==> src/hdl/ascalc_pkg.sv <==
`default_nettype none
package ascalc_pkg;

    localparam int DefStackDepth  = 64;
    localparam int DefTableEntries = 256;

    typedef enum logic [2:0] {
        CMD_LOAD_CONST = 3'd0,
        CMD_LOAD_VAR   = 3'd1,
        CMD_STORE_VAR  = 3'd2,
        CMD_PUSH       = 3'd3,
        CMD_POP        = 3'd4,
        CMD_OPERATE    = 3'd5,
        CMD_CLEAR_STK  = 3'd6,
        CMD_CLEAR_ACC  = 3'd7
    } cmd_t;

    typedef enum logic [1:0] {
        OP_ADD = 2'd0,
        OP_SUB = 2'd1,
        OP_DIV = 2'd2,
        OP_MUL = 2'd3
    } op_t;

    typedef enum logic [2:0] {
        ST_OK        = 3'd0,
        ST_OVERFLOW  = 3'd1,
        ST_UNDERFLOW = 3'd2,
        ST_DIVZERO   = 3'd3,
        ST_FULL      = 3'd4
    } status_t;

    // Integer part of a Q32.32 value, truncated toward zero (33 bits, signed).
    function automatic logic signed [32:0] trunc_int(input logic [63:0] q);
        logic [63:0] mag;
        logic [32:0] m;
        mag = q[63] ? (64'd0 - q) : q;
        m   = {1'b0, mag[63:32]};
        return q[63] ? $signed(33'd0 - m) : $signed(m);
    endfunction

    // Saturate to 32-bit signed range and return as Q32.32.
    function automatic logic [63:0] sat_to_q(input logic signed [66:0] r);
        logic [31:0] v;
        if (r > 67'sd2147483647) begin
            v = 32'h7fff_ffff;
        end else if (r < -67'sd2147483648) begin
            v = 32'h8000_0000;
        end else begin
            v = r[31:0];
        end
        return {v, 32'd0};
    endfunction

endpackage
`default_nettype wire

==> src/hdl/ascalc_div.sv <==
`default_nettype none
// Restoring divider: one quotient bit a cycle on 33-bit magnitudes.
module ascalc_div
    import ascalc_pkg::*;
(
    input  wire logic               aclk,
    input  wire logic               aresetn,
    input  wire logic               start,
    input  wire logic signed [32:0] dividend,
    input  wire logic signed [32:0] divisor,
    output logic                    done,
    output logic signed [33:0]      quotient
);
    logic [32:0] num_reg, num_next;
    logic [32:0] den_reg;
    logic [33:0] rem_reg, rem_next;
    logic [5:0]  cnt_reg;
    logic        busy_reg, neg_reg;
    logic [33:0] trial;

    always_comb begin
        trial    = {rem_reg[32:0], num_reg[32]} - {1'b0, den_reg};
        num_next = {num_reg[31:0], 1'b0};
        if (!trial[33]) begin
            rem_next    = trial;
            num_next[0] = 1'b1;
        end else begin
            rem_next = {rem_reg[32:0], num_reg[32]};
        end
    end

    always_ff @(posedge aclk) begin
        done <= 1'b0;
        if (!aresetn) begin
            busy_reg <= 1'b0;
        end else if (start) begin
            busy_reg <= 1'b1;
            cnt_reg  <= 6'd0;
            rem_reg  <= '0;
            num_reg  <= dividend[32] ? 33'(-dividend) : 33'(dividend);
            den_reg  <= divisor[32] ? 33'(-divisor) : 33'(divisor);
            neg_reg  <= dividend[32] ^ divisor[32];
        end else if (busy_reg) begin
            num_reg <= num_next;
            rem_reg <= rem_next;
            cnt_reg <= cnt_reg + 6'd1;
            if (cnt_reg == 6'd32) begin
                busy_reg <= 1'b0;
                done     <= 1'b1;
            end
        end
    end

    assign quotient = neg_reg ? $signed(34'd0 - {1'b0, num_reg})
                              : $signed({1'b0, num_reg});
endmodule
`default_nettype wire

==> config.mk <==
export PLATFORM = sky130hd
export DESIGN_NAME = ascalc_div
export DESIGN_NICKNAME = d
export VERILOG_FILES = /design/src/hdl/ascalc_pkg.sv /design/src/hdl/ascalc_div.sv
export SDC_FILE = /design/constraint.sdc
export NUM_CORES = 1
export LEC_CHECK = 0
export ABC_AREA = 1
export BUFFER_PORTS_ARGS = -buffer_cell sky130_fd_sc_hd__clkbuf_2
export CAP_MARGIN = 20
export CORE_MARGIN = 3
export CORE_UTILIZATION = 60
export DETAILED_ROUTE_END_ITERATION = 8
export PLACE_DENSITY = 0.85
export SLEW_MARGIN = 10
export SYNTH_ARGS = -nofsm -noshare
export SYNTH_HDL_FRONTEND = slang
export SYNTH_SLANG_ARGS = --single-unit
==> constraint.sdc <==
create_clock -name aclk -period 9.37 [get_ports aclk]
set_clock_uncertainty 0.2 [all_clocks]
set_input_delay 1.874 -clock aclk [delete_from_list [all_inputs] [get_ports aclk]]
set_output_delay 1.874 -clock aclk [all_outputs]
set_load 0.01 [all_outputs]
Word level (Yosys, flattened, before mapping)
Cells that the tools add are included.

word-level totals
  flip-flop bits (word level) = 108
  bits of input ports = 69
  output and inout bits = 35

operators by class
  add/sub/neg operators = 5
  equality and inequality tests = 1
  mux-type cells = 13
  bitwise gates (word level) = 3
  reduce and logical (&&, ||, !) cells = 4

operators with widths
  kind                     count
  $mux W33                 5
  $neg A33 Y33             2
  $mux W34                 1
  $sub A1 B33 Y34 const A  1
  $sub A34 B33 Y34         1
  $mux W32                 1
  $add A6 B1 Y6 const B    1
  $eq A6 B6 Y1 const B     1
  $mux W6                  1
  $mux W1                  5
  $reduce_and A2 Y1        2
  $reduce_or A3 Y1         1
  $not A1 Y1               2
  $reduce_bool A2 Y1       1
  $xor A1 B1 Y1            1

Depth between registers and ports, before layout
Gate-level depths: netlist of run 1.

  word-level depth = 4
  gate-level depth with buffers = 17

Worst setup path before layout of run 1
Ideal clock, no wire load.

  path kind = input port to flip-flop
  start point = input start
  end point = register cnt_reg[0], enable pin
  library setup time = 433 ps
  arrival = 3784 ps
  required time = 8737 ps
  path slack = 4953 ps
  stages on the path = 3
  cells stage by stage = clkbuf_1 nand2_1 nand2_1

on the way
  cells in the longest elaborated chain, start to end = 2

RTL lines
  what                          line              text
  from (decl)                   ascalc_div.sv:8   input wire logic start,
  $reduce_bool A2 Y1 (no line)  -
  $reduce_and A2 Y1 (no line)   -
  to (signal assigned)          ascalc_div.sv:46  cnt_reg <= cnt_reg + 6'd1;
  to (decl)                     ascalc_div.sv:17  logic [5:0] cnt_reg;

Every way passes these cells.
A chain may end at the register's enable or synchronous reset.

Worst setup path after layout of run 1
  start point = register num_reg[0]
  end point = output quotient[32]

on the way
  cells in the longest elaborated chain, start to end = 2

RTL lines
  what                    line              text
  from (decl)             ascalc_div.sv:14  logic [32:0] num_reg, num_next;
  from (signal assigned)  ascalc_div.sv:40  num_reg <= dividend[32] ? 33'(-dividend) : 33'(dividend);
  from (signal assigned)  ascalc_div.sv:44  num_reg <= num_next;
  $sub A1 B33 Y34         ascalc_div.sv:54  assign quotient = neg_reg ? $signed(34'd0 - {1'b0, num_reg})
  $mux W34                ascalc_div.sv:54
  to (decl)               ascalc_div.sv:12  output logic signed [33:0] quotient

Every way passes these cells.

==> impl_metrics.json, run 1 <==
{
  "synth_cell_type_count": 45,
  "dr.pass1.iters": 7,
  "crit_path_max_incr_delay_ns": 0.40,
  "syn_area_um2": 9658,
  "max-vdd-ir-drop_mv": 0.09749,
  "layout_setup_ws_ns": 4.585,
  "r2r_setup_slack_ns": 6.39,
  "hold_viol": 0,
  "cts.reportedPaths.clkPinSlew_ns": 0.08,
  "drive_gt1_share_pct": 10.55,
  "cts_resized": 0,
  "critical_path_class": "flip-flop to primary output",
  "synth_fa_ha_area_share_pct": 5.130,
  "path_cells": "inv_1 -> ha_1 -> nand4_1 -> nor2_1 -> nand3_1 -> nand2_1 -> nand2_1 -> a21oi_1 -> nand2_1 -> xor2_1 -> clkbuf_2",
  "post_drt_wl_per_cell_um": 14.05,
  "grt.total_usage_pct": 27.70,
  "final_cell_count_no_fill": 1727,
  "core_um2": 15480,
  "grt_pass1_wl_um": 40180,
  "crit_path_top_delay_cell": "edfxtp_1",
  "grt-ovfl-total": 0,
  "final_max_slew_viol_count": 0,
  "initial_core_util_pct": 62.38,
  "hp-start": "busy_reg",
  "post-route-util_pct": 68.61,
  "power_density_nw_per_um2": 165.4,
  "place_inst": 1711,
  "synthMuxAreaShare_pct": 0,
  "rsz0062_at_grt": "false",
  "arrival_ns": 2.71,
  "grt_pass1_vias": 8792,
  "place_congestion": 1.010,
  "status": "complete, no violations",
  "via_count": 9199,
  "nNetsFinal": 1619,
  "synth_ff_type": "edfxtp_1",
  "syn_area_per_cell_um2": 6.797,
  "synth_compound_area_share_pct": 6.154,
  "regArea_um2": 3223,
  "die_h_um": 132.9,
  "ant_nets": 0,
  "detail_route.vias_per_cell": 5.327,
  "synth.net_count": 1529,
  "rr_worst_depth": 12,
  "placementRows": 45,
  "multi_input_comb_area_um2": 5270,
  "clock_latency_ns": 0.36,
  "grt_max_degree": 74,
  "fill_cells": 1344,
  "pre_cts_slack_ns": 5.028,
  "root_buffer": "clkbuf_16",
  "drt-total-wl_um": 24260,
  "place_hpwl_um": 18910,
  "start_kind": "flip-flop",
  "clock_tree.buffer_depth": 2,
  "num_io_pins": 104,
  "path_max_fanout": 4,
  "io_buffers": 103,
  "hold_buffers": 0,
  "finalCritPeriodShare_pct": 51.07,
  "cts.htree.levels": 3,
  "antenna_found_initial": 0,
  "holdPathStages": 2,
  "p_leak_nw": 5.519,
  "critical_path.reg2reg.startpoint": "rem_reg[25]",
  "hold_path.class": "flip-flop to flip-flop",
  "post_cts_buffers": 0,
  "synth_simple_gate_area_share_pct": 34.19,
  "synth-edff-count": 106,
  "finalSetupTns_ns": 0,
  "die_w_um": 132.9,
  "drc": 0,
  "whs_endpoint": "done",
  "drt_iter0_drc": 622,
  "worst_pin_slew_ns": 0.9632,
  "layout_min_cycle_time_ns": 4.785,
  "setup_viol": 0,
  "syn_inst": 1421,
  "cts_made_buffers": 9,
  "r2r-end": "rem_reg[32]",
  "yosysSeqAreaShare_pct": 33.37,
  "synth-async-reset-ratio_pct": 0,
  "num_antenna_cells": 0,
  "area_delta_synth_final_pct": 10.00,
  "crit_required_ns": 7.30,
  "synthXorXnorAreaFrac_pct": 9.069,
  "die_area_um2": 17650,
  "maxCapViolCount": 0,
  "slew_headroom_pct": 35.79,
  "synth_top_family_by_area": "simple AND/OR/NAND/NOR gates",
  "yosysWarnings": 0,
  "cp_common_cell": "nand2_1",
  "cts_sinks": 108,
  "cts_tree": "yes",
  "synth-seq-cells": 108,
  "worstSetupEndpointType": "primary output",
  "max_freq_mhz": 209.0
}
-- synth_stat cells (2+ instances only) --
cell type    n  area (µm²)
and2_1       6       37.54
or2_2        5       31.28
nand3_2      3       30.03
nor2_2      12       75.07
buf_1        2       7.510
o21ai_0     51       255.2
o31ai_1      4       30.03
nand2_4      6       67.56
edfxtp_1   106        3183
nand3_1     97       485.5
xnor2_1     16       140.1
nor4_1       8       50.05
xor2_1      84       735.7
and3_1       2       12.51
nand3b_1    11       82.58
ha_1        38       475.5
nand4_1     13       81.33
nand2_2      2       12.51
buf_6        3       33.78
buf_4        3       22.52
o21bai_1     3       22.52
a21oi_1     39       195.2
clkbuf_1    17       63.81
nand2_1    405        1520
nor3_1      19       95.09
a31oi_1      3       18.77
inv_1      262       983.4
dfxtp_1      2       40.04
o21ai_2      3       26.28
nor2_1     181       679.4
-- layout make-up --
cell class	instances	share of cell area, %
Clock buffer	9	2.120
Inverter	264	9.328
Sequential cell	108	30.34
Multi-Input combinational cell	1021	49.61
Tap cell	211	2.485
Clock inverter	7	0.9893
Timing Repair Buffer	107	5.135
-- where the power goes --
part / switching [W] / internal, W
Combinational: 0.000455 / 0.000234
Clock: 0.000191 / 0.000239
Sequential: 0.0000338 / 0.000605
Total: 0.000680 / 0.00108
-- worst max path at each step --
stage / from / to / slack [ns]
6_report: num_reg[0] / quotient[32] / 4.58
5_1_grt: num_reg[0] / quotient[32] / 4.36
3_5_place_dp: num_reg[0] / quotient[32] / 5.03
3_3_place_gp: num_reg[0] / quotient[32] / 5.15
4_1_cts: num_reg[0] / quotient[32] / 4.61
2_1_floorplan: start / cnt_reg[0] / 4.95
-- per-layer routing --
layer  global-route usage, %  vias to the layer above  wire, µm
met3                   4.563                       42      1794
li1                        -                     4625         -
met2                   49.01                      330     11970
met1                   34.16                     4202      9965
met4                   9.700                        0       531
met5                       0                        -         0
-- placed cells by master, fill, tap and decap left out, types with 2 or more instances in the layout --
| cell type | Yosys | final |
|---|---|---|
| clkbuf_2 | 0 | 103 |
| clkbuf_16 | 0 | 9 |
| nor4_1 | 8 | 8 |
| nand3b_1 | 11 | 11 |
| and3_1 | 2 | 2 |
| nand3_1 | 97 | 97 |
| nand2_1 | 405 | 404 |
| nor2_2 | 12 | 12 |
| o21bai_1 | 3 | 3 |
| nand3_2 | 3 | 3 |
| ha_1 | 38 | 38 |
| o31ai_1 | 4 | 4 |
| bufinv_16 | 0 | 2 |
| inv_6 | 0 | 2 |
| xor2_1 | 84 | 84 |
| xnor2_1 | 16 | 16 |
| nor3_1 | 19 | 19 |
| a21oi_1 | 39 | 39 |
| edfxtp_1 | 106 | 106 |
| nand4_1 | 13 | 13 |
| nor2_1 | 181 | 181 |
| nand2_2 | 2 | 3 |
| o21ai_0 | 51 | 51 |
| inv_1 | 262 | 262 |
| o21ai_2 | 3 | 3 |
| a31oi_1 | 3 | 3 |
| inv_2 | 1 | 2 |
| and2_1 | 6 | 6 |
| buf_4 | 3 | 4 |
| or2_2 | 5 | 5 |
| nand2_4 | 6 | 6 |
| dfxtp_1 | 2 | 2 |
-- stage by stage --
| stage | hold slack [ns] | instance area, µm² | power [W] |
|---|---|---|---|
| 4_1_cts | 0.3023 | 10620 | 0.001756 |
| 3_5_place_dp | 0.2877 | 10290 | 0.001326 |
| 2_1_floorplan | 0.2362 | 9658 | 0.001153 |
| 6_report | 0.3012 | 10620 | 0.001758 |
| 5_1_grt | 0.3268 | 10620 | 0.001877 |
| 3_3_place_gp | 0.2613 | 10290 | 0.001309 |
-- cell families (layout without fill, tap and decap cells) --
kind of cell	after synthesis	after routing
compound gates	109	109
xor+xnor	100	100
fa+ha+maj	39	39
buf+inv	292	387
flops	108	108
simple gates	773	773
-- critical path, delay by kind of cell, from the launching register on --
kind            cells  cell delay [ns]
simple gates        6             0.86
buf+inv             2             0.32
xor+xnor            1             0.20
fa+ha+maj           1             0.22
compound gates      1             0.34
flops               1             0.40
Note: power is estimated with default switching activity, not from simulation.
==> inputs of run 2 (changes only) <==
CORE_UTILIZATION = 55   (was 60)
PLACE_DENSITY = 0.82   (was 0.85)
clock period = 4 ns   (was 9.37 ns; I/O delays follow)
==> impl_metrics.json, run 2 (synthesis results as in run 1) <==
{
  "cts.reportedPaths.clkPinSlew_ns": 0.07,
  "status": "complete, no violations",
  "max-vdd-ir-drop_mv": 0.2342,
  "io_buffers": 103,
  "start_kind": "flip-flop",
  "rsz0062_at_grt": "false",
  "root_buffer": "clkbuf_16",
  "hold_path.class": "flip-flop to flip-flop",
  "num_io_pins": 104,
  "nNetsFinal": 1622,
  "post_drt_wl_per_cell_um": 14.05,
  "holdPathStages": 2,
  "critical_path_class": "flip-flop to primary output",
  "cts_resized": 0,
  "power_density_nw_per_um2": 370.3,
  "drc": 0,
  "num_antenna_cells": 0,
  "detail_route.vias_per_cell": 5.186,
  "crit_required_ns": 3.00,
  "layout_min_cycle_time_ns": 3.671,
  "final_cell_area_um2": 10600,
  "cts.htree.levels": 3,
  "path_max_fanout": 4,
  "drive_gt1_share_pct": 10.54,
  "dr.pass1.iters": 7,
  "worstSetupEndpointType": "primary output",
  "arrival_ns": 2.67,
  "grt_pass1_wl_um": 40560,
  "core_um2": 16880,
  "cts_made_buffers": 9,
  "die_area_um2": 19190,
  "placementRows": 47,
  "antenna_found_initial": 0,
  "max_freq_mhz": 272.4,
  "grt.total_usage_pct": 25.37,
  "drt_iter0_drc": 557,
  "area_delta_synth_final_pct": 9.755,
  "cts_sinks": 108,
  "grt_pass1_vias": 8760,
  "p_leak_nw": 5.509,
  "layout_commonest_cell": "nand2_1",
  "final_cell_mix": "404 x nand2_1, 262 x inv_1, 181 x nor2_1",
  "place_hpwl_um": 19380,
  "fill_cells": 1499,
  "drt-total-wl_um": 24420,
  "worst_pin_slew_ns": 0.6932,
  "cts_tree": "yes",
  "maxCapViolCount": 0,
  "post-route-util_pct": 62.81,
  "hold_buffers": 0,
  "initial_core_util_pct": 57.22,
  "grt_max_degree": 64,
  "hold_viol": 0,
  "ant_nets": 0,
  "finalCritPeriodShare_pct": 91.77,
  "rr_worst_depth": 14,
  "via_count": 9013,
  "post_cts_buffers": 0,
  "place_congestion": 0.9656,
  "clock_latency_ns": 0.35,
  "die_w_um": 138.5,
  "finalSetupTns_ns": 0,
  "slew_headroom_pct": 53.72,
  "clock_tree.buffer_depth": 2,
  "multi_input_comb_area_um2": 5270,
  "setup_viol": 0,
  "die_h_um": 138.5,
  "p_total_w": 0.003925,
  "final_max_slew_viol_count": 0,
  "regArea_um2": 3223,
  "grt-ovfl-total": 0,
  "dpl-instance-area_um2": 10340
}
run 2: area by class of cell:
cell class | count | share of cell area [%]
multi-input cells | 1021 | 49.72
flip-flops and latches | 108 | 30.41
inverters | 264 | 9.348
repair buffers | 110 | 5.477
well taps | 220 | 2.597
clock buffers | 11 | 2.195
clock inverters | 4 | 0.2597
run 2: worst paths after layout:
| path | startpoint | to | slack [ns] |
|---|---|---|---|
| setup / recovery | num_reg[1] | quotient[32] | 0.33 |
| hold / removal | busy_reg | done | 0.28 |
| setup reg to reg | rem_reg[6] | rem_reg[16] | 1.10 |
| hold reg to reg | busy_reg | done | 0.28 |
run 2: per-stage QoR:
step	hold WS, ns	cells	worst slack (ns)
finish	0.2805	1738	0.3293
global route	0.3018	1738	0.1436
CTS	0.2841	1738	0.3115
detailed placement	0.2737	1723	0.7074
global placement	0.2677	1723	0.8054
floorplan	0.2362	1421	0.6574
run 2: layer usage:
metal | vias up | track usage [%] | wire length [µm]
met5 | - | 0 | 0
met4 | 0 | 9.412 | 776
met3 | 47 | 4.316 | 1508
met2 | 285 | 44.91 | 11820
met1 | 4058 | 31.04 | 10310
li1 | 4623 | - | -
run 2: where the power goes:
part	leakage, nW	internal [W]	total [W]	switching, W
Combinational	4.34	0.000553	0.00161	0.00106
Clock	0.129	0.000420	0.000813	0.000393
Sequential	1.04	0.00142	0.00150	0.0000808
run 2: critical path, stage by stage, from the launching register on:
cell and delay [ns]:
edfxtp_1 0.41, inv_1 0.13, ha_1 0.21, nand4_1 0.13, nor2_1 0.20, nand3_1 0.18
nand2_1 0.14, nand2_1 0.11, a21oi_1 0.36, nand2_1 0.13, xor2_1 0.18, clkbuf_2 0.16
==> inputs of run 3 (changes only) <==
GPL_TIMING_DRIVEN = 0   (was not set)
SETUP_SLACK_MARGIN = 0.3   (was not set)
==> impl_metrics.json, run 3 (synthesis results as in run 1) <==
{
  "status": "complete, no violations",
  "crit_required_ns": 3.00,
  "seqPwrFrac_pct": 36.3,
  "hold_buffers": 0,
  "worstSetupEndpointType": "primary output",
  "clkPwrFrac_pct": 22.9,
  "grt-ovfl-total": 0,
  "cts_sinks": 108,
  "area_delta_synth_final_pct": 12.01,
  "via_count": 9194,
  "hold_path.class": "flip-flop to flip-flop",
  "num_io_pins": 104,
  "root_buffer": "clkbuf_16",
  "cts.htree.levels": 3,
  "combPwrFrac_pct": 40.8,
  "max-vdd-ir-drop_mv": 0.2188,
  "drive_gt1_share_pct": 11.09,
  "grt.total_usage_pct": 27.06,
  "dpl-instance-area_um2": 10480,
  "num_antenna_cells": 0,
  "slew_headroom_pct": 47.91,
  "die_h_um": 138.5,
  "placementRows": 47,
  "clock_latency_ns": 0.36,
  "finalCritPeriodShare_pct": 87.58,
  "power_density_nw_per_um2": 380.8,
  "layout_commonest_cell": "nand2_1",
  "clock_tree.buffer_depth": 2,
  "place_inst": 1745,
  "nNetsFinal": 1645,
  "arrival_ns": 2.50,
  "cts.reportedPaths.clkPinSlew_ns": 0.08,
  "grt_pass1_wl_um": 42550,
  "place_hpwl_um": 21050,
  "hold_viol": 0,
  "start_kind": "flip-flop",
  "final_cell_area_um2": 10820,
  "setup_viol": 0,
  "p_sw_w": 0.001618,
  "path_max_fanout": 4,
  "drt-total-wl_um": 26000,
  "drc": 0,
  "cts_tree": "yes",
  "p_leak_nw": 5.584,
  "final_max_slew_viol_count": 0,
  "max_freq_mhz": 285.4,
  "drt_iter0_drc": 681,
  "place_congestion": 0.9384,
  "worst_pin_slew_ns": 0.7802,
  "antenna_found_initial": 0,
  "rsz0062_at_grt": "false",
  "die_area_um2": 19190,
  "initial_core_util_pct": 57.22,
  "critical_path_class": "flip-flop to primary output",
  "maxCapViolCount": 0,
  "grt_max_degree": 41,
  "post_drt_wl_per_cell_um": 14.76,
  "die_w_um": 138.5,
  "layout_min_cycle_time_ns": 3.503,
  "internal_power_w": 0.002502,
  "switching_share_pct": 39.27,
  "io_buffers": 103,
  "grt_pass1_vias": 8996,
  "final_cell_count_no_fill": 1762,
  "ant_nets": 0,
  "cts_made_buffers": 9,
  "core_um2": 16880,
  "final_cell_mix": "403 x nand2_1, 261 x inv_1, 180 x nor2_1",
  "detail_route.vias_per_cell": 5.218,
  "dr.pass1.iters": 5
}
## run 3: power by group through the flow
stage	Clock [W]	Sequential, W	Combinational (W)
after floorplan	0	0.00150	0.00120
after global placement	0	0.00152	0.00162
after detailed placement	0	0.00152	0.00166
after CTS	0.000951	0.00149	0.00167
after global routing	0.00100	0.00151	0.00190
final	0.000944	0.00150	0.00168
## run 3: cell type report
type | count | area, µm²
clock buffers | 9 | 225.2
clock inverters | 7 | 80.08
plain buffers | 28 | 176.4
multi-input cells | 1021 | 5304
well taps | 220 | 275.3
repair buffers | 105 | 543.0
fillers | 1514 | 6060
inverters | 264 | 991.0
flip-flops and latches | 108 | 3223
## run 3: layer usage
metal	part of all wire [%]	track usage [%]	wire, µm
met1	42	33.47	10920
met2	49	47.97	12740
met3	5.9	4.040	1524
met4	3.1	9.880	812
met5	0	0	0
## run 3: through the flow
stage | util (%) | hold WS, ns | setup WS, ns | total power, W | TNS, ns
3_5_place_dp | 62.07 | 0.3130 | 0.7637 | 0.003173 | 0
6_report | 64.10 | 0.3335 | 0.4966 | 0.004120 | 0
3_3_place_gp | 61.91 | 0.2433 | -0.3984 | 0.003139 | -28.56
2_1_floorplan | - | 0.2362 | 0.6574 | 0.002700 | 0
5_1_grt | 64.10 | 0.3418 | 0.3239 | 0.004411 | 0
4_1_cts | 63.88 | 0.3342 | 0.3565 | 0.004113 | 0
## run 3: path summary, 6_finish.rpt
path / startpoint / to / slack [ns] / cells past startpoint
min: busy_reg / done / 0.33 / 2
max reg2reg: num_reg[32] / rem_reg[32] / 1.07 / 17
min reg2reg: busy_reg / done / 0.33 / 2
max: num_reg[3] / quotient[31] / 0.50 / 9
## run 3: repair_timing
item / 4_1_cts / 5_1_grt
endpoints found under the hold margin: 0 / 0
setup endpoints to repair: 0 / 4
gates resized for setup: 0 / 6
setup buffers: 0 / 1
## run 3: critical path, cell delays in order, from the launching register on
cell,delay [ns]
edfxtp_1,0.46
nor2_1,0.16
nand4_1,0.12
nor3_1,0.29
nand2_1,0.18
nor2_1,0.34
nand4_1,0.17
nand2_1,0.11
xor2_1,0.16
clkbuf_2,0.16
